[config.mk]
export PLATFORM = sky130hd
export DESIGN_NAME = imm_store
export DESIGN_NICKNAME = d
export VERILOG_FILES = /design/src/imm_pkg.sv /design/src/imm_store.sv
export SDC_FILE = /design/constraint.sdc
export NUM_CORES = 2
export LEC_CHECK = 0
export ABC_AREA = 1
export BUFFER_PORTS_ARGS = -buffer_cell sky130_fd_sc_hd__buf_2
export CORE_MARGIN = 2
export CORE_UTILIZATION = 40
export DETAILED_ROUTE_END_ITERATION = 10
export HOLD_SLACK_MARGIN = 0.1
export PLACE_DENSITY = 0.6
export SYNTH_ARGS = -nofsm -noshare
export SYNTH_HDL_FRONTEND = slang
export SYNTH_SLANG_ARGS = --single-unit
[constraint.sdc]
create_clock -name i_clk -period 9.3 [get_ports i_clk]
set_input_delay 1.395 -clock i_clk [delete_from_list [all_inputs] [get_ports i_clk]]
set_output_delay 1.395 -clock i_clk [all_outputs]
set_load 0.05 [all_outputs]
[src/imm_pkg.sv]
// shared types and constants of the integer matrix multiply core
`default_nettype none

package imm_pkg;

    localparam int DATA_W    = 32;  // entry and product width
    localparam int DIM_W     = 4;   // size register width
    localparam int POS_W     = 3;   // row and column field width
    localparam int ACT_W     = 2;   // action field width
    localparam int CFG_IDX_W = 2;   // config register index width

    // actions
    localparam logic [ACT_W-1:0] ACT_WR_A  = 2'd0;
    localparam logic [ACT_W-1:0] ACT_WR_B  = 2'd1;
    localparam logic [ACT_W-1:0] ACT_START = 2'd2;

    // config register indexes
    localparam logic [CFG_IDX_W-1:0] CFG_ROWS_A = 2'd0;
    localparam logic [CFG_IDX_W-1:0] CFG_INNER  = 2'd1;
    localparam logic [CFG_IDX_W-1:0] CFG_COLS_B = 2'd2;

    localparam logic [DIM_W-1:0] DIM_RESET = 4'd8;

    // one dot product term issued to the mac
    typedef struct packed {
        logic vld;
        logic first;
        logic last;
    } t_term;

endpackage

`default_nettype wire

[src/imm_store.sv]
// matrix A and B stores, one write port, synchronous read of one A and one B entry
`default_nettype none

module imm_store #(
    parameter int DEPTH  = 64,
    parameter int ADDR_W = 6
) (
    input  wire logic                       i_clk,
    input  wire logic                       i_wr_en,
    input  wire logic                       i_wr_sel_b,
    input  wire logic [ADDR_W-1:0]          i_wr_addr,
    input  wire logic [imm_pkg::DATA_W-1:0] i_wr_data,
    input  wire logic [ADDR_W-1:0]          i_rd_addr_a,
    input  wire logic [ADDR_W-1:0]          i_rd_addr_b,
    output logic      [imm_pkg::DATA_W-1:0] o_rd_a,
    output logic      [imm_pkg::DATA_W-1:0] o_rd_b
);
    import imm_pkg::*;

    logic [DATA_W-1:0] r_mem_a [DEPTH];
    logic [DATA_W-1:0] r_mem_b [DEPTH];

    always_ff @(posedge i_clk) begin
        if (i_wr_en && !i_wr_sel_b) begin
            r_mem_a[i_wr_addr] <= i_wr_data;
        end
        o_rd_a <= r_mem_a[i_rd_addr_a];
    end

    always_ff @(posedge i_clk) begin
        if (i_wr_en && i_wr_sel_b) begin
            r_mem_b[i_wr_addr] <= i_wr_data;
        end
        o_rd_b <= r_mem_b[i_rd_addr_b];
    end

endmodule

`default_nettype wire

==> impl_metrics.csv <==
group,metric,value,unit
place,portBuffers,116,
die,start_util,40.1,%
setup_path,crit_type,"in2reg",
setup_path,crit_path_end_kind,"register",
power_and_ir_drop,p_leak,64.1,nW
clock_network,cts_max_level,5,
route,antenna_left,0,
setup_path,worst_path_dominant_cell_family,"buffers and inverters",
finish,layout.nets,13500,
clock_network,cts_sinks,4160,
route,met3WireLength,48800,µm
synthesis,synthCells,13500,
clock_network,clock_latency,990,ps
die,die_w,648,µm
route,drc_errors,0,
synthesis,synth_warnings,0,
timing,fin_worst_skew,43.2,ps
clock_network,postCtsHoldBufs,0,
global_routing,track_usage,23.2,%
clock_network,cts_tree,"done",
timing,setup-tns-final,0,ps
setup_path,cp_slowest_cell,"buf_4",
timing,setup_viol,0,
global_routing,grt_max_degree,228,
setup_path,required,10200,ps
route,drt-met1-wl,208000,µm
place,dp_worst_setup_slack,3910,ps
die,num_rows,236,
setup_path,path_cells,"buf_8, inv_16, buf_4, buf_4, nand2_1, nand3_1, nand3_1, nand3_1, nand3_1, nand2_1, nand2_1, nand2_1",
setup_path,crit_arrival,5560,ps
route,drt_iter0_drc,14900,
clock_network,cts_root_buffer,"clkbuf_16",
timing,period_needed,4660,ps
finish,fin_area,0.185,mm²
route,routed_via_density,5.61,
timing,fmax,215,MHz
synthesis,yosysUniqueCellTypes,15,
route,wl_met2,227000,µm
timing,period_share,50.1,%
timing,hold_viol,0,
finish,multiInputGateArea,0.0374,mm²
die,die_area,0.419,mm²
place,place_area,0.172,mm²
timing,fin_ws,4640,ps
clock_network,cts-buffers-inserted,412,
route,routed_wl,501000,µm
power_and_ir_drop,vdd.ir_drop.worst,0.169,mV
clock_network,clk_path_buf_depth,4,
die,die_h,648,µm
finish,post-route-util,44.8,%
route,post_drt_wl_per_cell,25.9,µm
timing,worst_pin_slew,1280,ps
finish,seqCellArea,0.124,mm²
place,dp_hpwl,256000,µm
setup_path,cp_max_fo,227,
setup_path,startpoint_type,"input pin",
global_routing,grt.overflow.total,0,
place,place.gp.congestion,0.837,
finish,drive_above_1_share,8.13,%
finish,fill_cells,36900,
clock_network,clkTransAtPathRegs,60,ps
finish,final_cell_mix,"nand2_1 (4,501), edfxtp_1 (4,096), nand3_1 (3,806)",
synthesis,ys_seq_elements,4160,
clock_network,post_cts_buffers,0,
power_and_ir_drop,p_per_area,213,mW/mm²
min_path,hold_path_class,"in2reg",
flow_run,maxCapViolCount,0,
die,coreArea,0.413,mm²
synthesis,yosysSeqAreaShare,75.0,%
global_routing,grt_first_pass_wirelength,710000,µm
route,dr.pass1.iters,9,
timing,relSlewSlack,14.4,%
route,topRoutingLayerUsed,"met5",
timing,drv_slew,0,
synthesis,synthesis.area,0.166,mm²
setup_path,critPathMaxStageDelay,700,ps
die,num_io_pins,117,
global_routing,antenna_found_initial,38,
timing,rsz0062_at_grt,"false",
power_and_ir_drop,total_power,39.4,mW
finish,area_growth,11.5,%
setup_path,critical_path_buf_inv_count,4,
synthesis,syn_avg_cell_area,12.2,µm²
synthesis,syn_nets,13600,
run_status,status,"complete, no violations",
finish,final_common_cell,"nand2_1",
route,dr_total_vias,108000,
global_routing,grt_pass1_vias,99400,
clock_network,cts_resized,0,
-- cell type report --
class / count / share of cell area [%]
Sequential cell: 4160 / 67.3
Multi-Input combinational cell: 8449 / 20.2
Clock buffer: 534 / 5.99
Tap cell: 5474 / 3.71
Timing Repair Buffer: 401 / 1.72
Clock inverter: 223 / 0.958
Inverter: 23 / 0.0860
Antenna cell: 30 / 0.0406
-- per-stage QoR --
stage | hold slack [ps] | instances
finish | 709 | 19300
global route | 693 | 19300
CTS | 639 | 19300
detailed placement | 786 | 18500
global placement | 772 | 18500
floorplan | 721 | 13500
-- state kept, by name, summed over array words and instances, names as in the netlist --
signal   count
r_mem_a   2048
r_mem_b   2048
o_rd_a      32
o_rd_b      32
-- path summary, 6_finish.rpt --
path | from | endpoint | slack (ps) | depth (start not counted)
worst max register to register | r_mem_b[29][2] | o_rd_b[2] | 7280 | 8
worst min register to register | r_mem_a[4][4] | o_rd_a[4] | 790 | 8
worst max-delay path | i_rd_addr_b[0] | o_rd_b[9] | 4640 | 12
worst min-delay path | i_wr_data[28] | r_mem_b[53][28] | 710 | 1
-- cell usage after synthesis --
| cell | instances | area share (%) |
|---|---|---|
| buf_1 | 73 | 0.17 |
| buf_2 | 559 | 1.7 |
| buf_4 | 57 | 0.26 |
| buf_6 | 41 | 0.28 |
| clkbuf_1 | 184 | 0.42 |
| dfxtp_1 | 64 | 0.77 |
| edfxtp_1 | 4096 | 74 |
| inv_1 | 11 | 0.025 |
| inv_2 | 10 | 0.023 |
| inv_4 | 2 | 0.0076 |
| nand2_1 | 4503 | 10 |
| nand3_1 | 3810 | 12 |
| nand3b_1 | 2 | 0.0091 |
| nor2_1 | 18 | 0.041 |
| nor3_1 | 116 | 0.35 |
-- routing by layer --
metal | up-vias | track usage, %
met4 | 8 | 7.71
li1 | 48100 | -
met1 | 53900 | 33.5
met3 | 717 | 3.71
met5 | - | 0
met2 | 5498 | 35.7
-- worst register-to-register path, cell delays in order, from the launching register on --
cell and delay, ps:
edfxtp_1 320, nand2_1 50, nand3_1 140, nand3_1 100
nand3_1 130, nand3_1 560, nand2_1 380, nand2_1 150
nand2_1 120
-- logic make-up after synthesis --
kind of cell           synth area share, %
buffers and inverters                 2.86
DFF                                   75.0
and+or+nand+nor                       22.1
-- where the power goes --
group          total (mW)  leakage (nW)  internal, mW  switching (mW)
Clock                16.1          6.33          9.04            7.05
Combinational        2.55          20.4         0.522            2.03
Sequential           20.8          37.4          20.7          0.0844
Power figures use the tool's default switching activity.
