File: src/imm_pkg.sv
// shared types and constants of the integer matrix multiply core
`default_nettype none

package imm_pkg;

    localparam int DATA_W    = 32;  // entry and product width
    localparam int DIM_W     = 4;   // size register width
    localparam int POS_W     = 3;   // row and column field width
    localparam int ACT_W     = 2;   // action field width
    localparam int CFG_IDX_W = 2;   // config register index width

    // actions
    localparam logic [ACT_W-1:0] ACT_WR_A  = 2'd0;
    localparam logic [ACT_W-1:0] ACT_WR_B  = 2'd1;
    localparam logic [ACT_W-1:0] ACT_START = 2'd2;

    // config register indexes
    localparam logic [CFG_IDX_W-1:0] CFG_ROWS_A = 2'd0;
    localparam logic [CFG_IDX_W-1:0] CFG_INNER  = 2'd1;
    localparam logic [CFG_IDX_W-1:0] CFG_COLS_B = 2'd2;

    localparam logic [DIM_W-1:0] DIM_RESET = 4'd8;

    // one dot product term issued to the mac
    typedef struct packed {
        logic vld;
        logic first;
        logic last;
    } t_term;

endpackage

`default_nettype wire

File: src/imm_mac.sv
// multiply-accumulate pipeline: term flags aligned to read data, product, accumulate
`default_nettype none

module imm_mac (
    input  wire logic                       i_clk,
    input  wire logic                       i_rst_n,
    input  wire imm_pkg::t_term             i_term,
    input  wire logic [imm_pkg::DATA_W-1:0] i_a,
    input  wire logic [imm_pkg::DATA_W-1:0] i_b,
    output logic      [imm_pkg::DATA_W-1:0] o_acc,
    output logic                            o_done
);
    import imm_pkg::*;

    t_term             r_t1;
    t_term             r_t2;
    logic [DATA_W-1:0] r_prod;
    logic [DATA_W-1:0] r_acc;
    logic              r_done;

    always_ff @(posedge i_clk) begin
        if (!i_rst_n) begin
            r_t1   <= '0;
            r_t2   <= '0;
            r_done <= 1'b0;
        end else begin
            r_t1   <= i_term;
            r_t2   <= r_t1;
            r_done <= r_t2.vld && r_t2.last;
        end
    end

    // low half of the product is the same for signed and unsigned operands
    always_ff @(posedge i_clk) begin
        if (r_t1.vld) begin
            r_prod <= DATA_W'(i_a * i_b);
        end
        if (r_t2.vld) begin
            r_acc <= r_t2.first ? r_prod : r_acc + r_prod;
        end
    end

    assign o_acc  = r_acc;
    assign o_done = r_done;

endmodule

`default_nettype wire

File: config.mk
export PLATFORM = sky130hd
export DESIGN_NAME = imm_mac
export DESIGN_NICKNAME = d
export VERILOG_FILES = /design/src/imm_pkg.sv /design/src/imm_mac.sv
export SDC_FILE = /design/constraint.sdc
export NUM_CORES = 1
export LEC_CHECK = 0
export ABC_AREA = 0
export BUFFER_PORTS_ARGS = -buffer_cell sky130_fd_sc_hd__buf_4
export CORE_MARGIN = 3
export CORE_UTILIZATION = 58
export CTS_CLUSTER_DIAMETER = 50
export DETAILED_ROUTE_END_ITERATION = 10
export GPL_TIMING_DRIVEN = 0
export HOLD_SLACK_MARGIN = 0.1
export PLACE_DENSITY = 0.8
export SYNTH_ARGS = -nofsm -noshare
export SYNTH_HDL_FRONTEND = slang
export SYNTH_SLANG_ARGS = --single-unit
File: constraint.sdc
create_clock -name i_clk -period 10.9 [get_ports i_clk]
set_input_delay 0.545 -clock i_clk [delete_from_list [all_inputs] [get_ports i_clk]]
set_output_delay 0.545 -clock i_clk [all_outputs]
set_load 0.005 [all_outputs]
==> impl_metrics.csv <==
group,metric,value,unit
status,outcome,"finished, final reports clean",
setup_path,path_max_fanout,10,
min_path,hold_class,"in2reg",
global_route,grt_max_degree,34,
synthesis,synth_xor_xnor_area_share,5.020,%
floorplanning,ios,102,
setup_path,ff2ff_path_depth,10,
floorplanning,dieArea,35930,um^2
synthesis,synth-seq-area-share,10.55,%
min_path,min_path_cells,2,
sta,slew_violations,0,
route,drtIter0Drc,1170,
synthesis,syn-cell-area,19540,um^2
setup_path,r2r-end,"o_acc[31]",
synthesis,synth_ff_type,"edfxtp_1",
sta,setup_slack,2.649,ns
cells_and_area,fin_cells,2643,
floorplanning,start_util,59.46,%
synthesis,synth_edf_count,64,
clock_network,clock-root-buffer,"clkbuf_16",
setup_path,path_class,"in2reg",
synthesis,synth_top_family_by_area,"adder cells",
clock_network,post_cts_buffers,0,
synthesis,yosys_register_bits,71,
placed_design,dp_slack,2.506,ns
min_path,min_to,"r_t1[2]",
cells_and_area,nets,2826,
run,max_cap_viol_count,0,
global_route,grt_use_total,32.50,%
sta,tns,0,ns
cells_and_area,fillers,2709,
floorplanning,die_w,189.6,um
global_route,grt_pass1_vias,16252,
clock_network,clk_latency,0.33,ns
synthesis,ys_types,53,
floorplanning,fp.dieH,189.6,um
synthesis,synthAdderAreaFrac,51.76,%
global_route,grt_first_pass_wirelength,89.07,mm
synthesis,postSynthCellCount,2090,
setup_path,cp_top_family,"adder cells",
route,vias,15115,
synthesis,yosysWarningCount,0,
cells_and_area,drive_gt1_share,5.321,%
clock_network,clock_path_buffers,2,
sta,slew_headroom,26.33,%
clock_network,cts_tree,"built",
setup_path,max_stage_delay,0.86,ns
setup_path,path_buf_inv,9,
synthesis,muxShareOfSynthArea,0.1601,%
setup_path,critPathRequiredTime,10.95,ns
sta,clock.fmax,121.2,MHz
placed_design,postPlaceCellArea,20790,um^2
route,vias_per_cell,5.719,
sta,tightest_slew,1.105,ns
clock_network,numClockSinks,71,
placed_design,dp_cells,2625,
setup_path,reg2reg_setup_slack,7.80,ns
placed_design,portBuffers,93,
floorplanning,rows,66,
cells_and_area,final_cell_mix,"fa_1, inv_1, nand2_1",
sta,final.period_utilization,75.70,%
min_path,worstHoldStart,"i_term[2]",
synthesis,synthesis.nets,2722,
synthesis,synth_area_per_cell,9.350,um^2
cells_and_area,final_common_cell,"fa_1",
setup_path,critPathSlowestCell,"clkbuf_1",
route,wl_per_cell,21.32,um
sta,fin_crit,8.251,ns
clock_network,cts_buffers,9,
cells_and_area,syn_to_final_growth,8.170,%
setup_path,end_kind,"flop",
global_route,antenna_found_initial,2,
sta,finalSetupViolations,0,
global_route,overflow,0,
route,routed_wl,56.36,mm
placed_design,place.gp.congestion,1.014,
route,drt.antenna.violating_nets,0,
floorplanning,coreArea,32870,um^2
setup_path,cp.arrival,8.30,ns
sta,hold_violations,0,
clock_network,htreeDepth,3,
synthesis,synth_compound_area_share,5.763,%
cells_and_area,design_area,21140,um^2
placed_design,dp_hpwl,46.15,mm
synthesis,synth-simple-area-share,17.04,%
clock_network,clk_pin_slew,0.06,ns
setup_path,critPathLaunchType,"input pin",
route,drtPass1Iterations,5,
sta,grt_setup_unrepaired,"false",
sta,skew,0.006900,ns
route,drc,0,
setup_path,cpMostUsedCell,"fa_1",
setup_path,r2r-start,"o_acc[1]",
clock_network,ctsHoldBuffers,0,
clock_network,ctsResizeCount,0,
synthesis,synthArstFlopShare,0,%
[layout make-up]
type                       instances  area, um^2  share of cell area (%)
timing repair buffer              93       698.2                   3.303
clock buffer                      10       229.0                   1.083
clock inverter                     6       108.9                  0.5150
multi-input combinational       1516       15580                   73.72
tap                              442       553.0                   2.616
antenna                            2       5.005                 0.02368
inverter                         406        1524                   7.210
buffer                            97       371.6                   1.758
sequential                        71        2064                   9.767
[flip-flops by register name, indices dropped and copies added (netlist names)]
| signal | cells |
|---|---|
| r_prod | 32 |
| r_t1 | 3 |
| o_done | 1 |
| r_t2 | 3 |
| o_acc | 32 |
[worst max path at each step]
stage | from | endpoint | slack [ns] | depth (start not counted)
final | i_a[3] | r_prod[31] | 2.65 | 26
after global routing | i_a[3] | r_prod[31] | 2.39 | 26
after CTS | i_a[3] | r_prod[31] | 2.83 | 26
after detailed placement | i_a[3] | r_prod[31] | 2.51 | 26
after global placement | i_a[12] | r_prod[30] | 2.65 | 27
after floorplan | i_a[12] | r_prod[30] | 3.68 | 26
[logic make-up after synthesis]
family / after synthesis
AOI/OAI and AO/OA: 172
xor gates and xnor gates: 112
adders and majority gates: 563
buffers and inverters: 503
DFF: 71
muxes: 3
and+or+nand+nor: 666
[per-layer routing]
| layer | track usage, % | vias up | share of wire (%) | wire, um |
|---|---|---|---|---|
| met4 | 16.92 | 2 | 6.4 | 3630 |
| met1 | 41.77 | 7535 | 38 | 21380 |
| met5 | 0 | - | 0.023 | 13 |
| li1 | - | 6514 | - | - |
| met2 | 51.68 | 863 | 45 | 25300 |
| met3 | 7.702 | 201 | 11 | 6037 |
[cells in the mapped netlist, drive strengths merged, types with 2 or more instances]
| master | instances | share of area (%) |
|---|---|---|
| nand3 | 13 | 0.33 |
| mux2i | 2 | 0.10 |
| nor4b | 2 | 0.090 |
| o21ai | 49 | 1.3 |
| inv | 406 | 7.8 |
| xor2 | 37 | 1.7 |
| nor3 | 9 | 0.23 |
| nor3b | 2 | 0.077 |
| and4 | 3 | 0.13 |
| nand2 | 308 | 5.9 |
| or3 | 3 | 0.096 |
| o211ai | 10 | 0.41 |
| o21bai | 8 | 0.31 |
| o311ai | 2 | 0.090 |
| a221o | 2 | 0.10 |
| a21o | 24 | 0.92 |
| or4 | 2 | 0.077 |
| nor4 | 2 | 0.064 |
| and2 | 278 | 8.9 |
| a211oi | 8 | 0.31 |
| and3 | 7 | 0.22 |
| clkbuf | 96 | 1.8 |
| a21boi | 2 | 0.077 |
| o31a | 2 | 0.090 |
| nand4 | 3 | 0.096 |
| nor2b | 7 | 0.22 |
| o2111ai | 2 | 0.090 |
| xnor2 | 75 | 3.4 |
| nand2b | 4 | 0.13 |
| o21a | 5 | 0.19 |
| edfxtp | 64 | 9.8 |
| fa | 409 | 42 |
| a31oi | 2 | 0.064 |
| dfxtp | 7 | 0.72 |
| a21oi | 45 | 1.2 |
| nor2 | 22 | 0.42 |
| ha | 154 | 9.9 |
| a311oi | 2 | 0.090 |
[per-stage QoR]
stage	util, %	hold WS, ns
2_1_floorplan	-	0.4118
3_3_place_gp	63.26	0.4206
3_5_place_dp	63.27	0.4297
4_1_cts	64.30	0.4161
5_1_grt	64.30	0.4264
6_report	64.31	0.4213
Power is not shown: default switching activity piles up to over one toggle a cycle in this logic, so the estimate is an artifact.
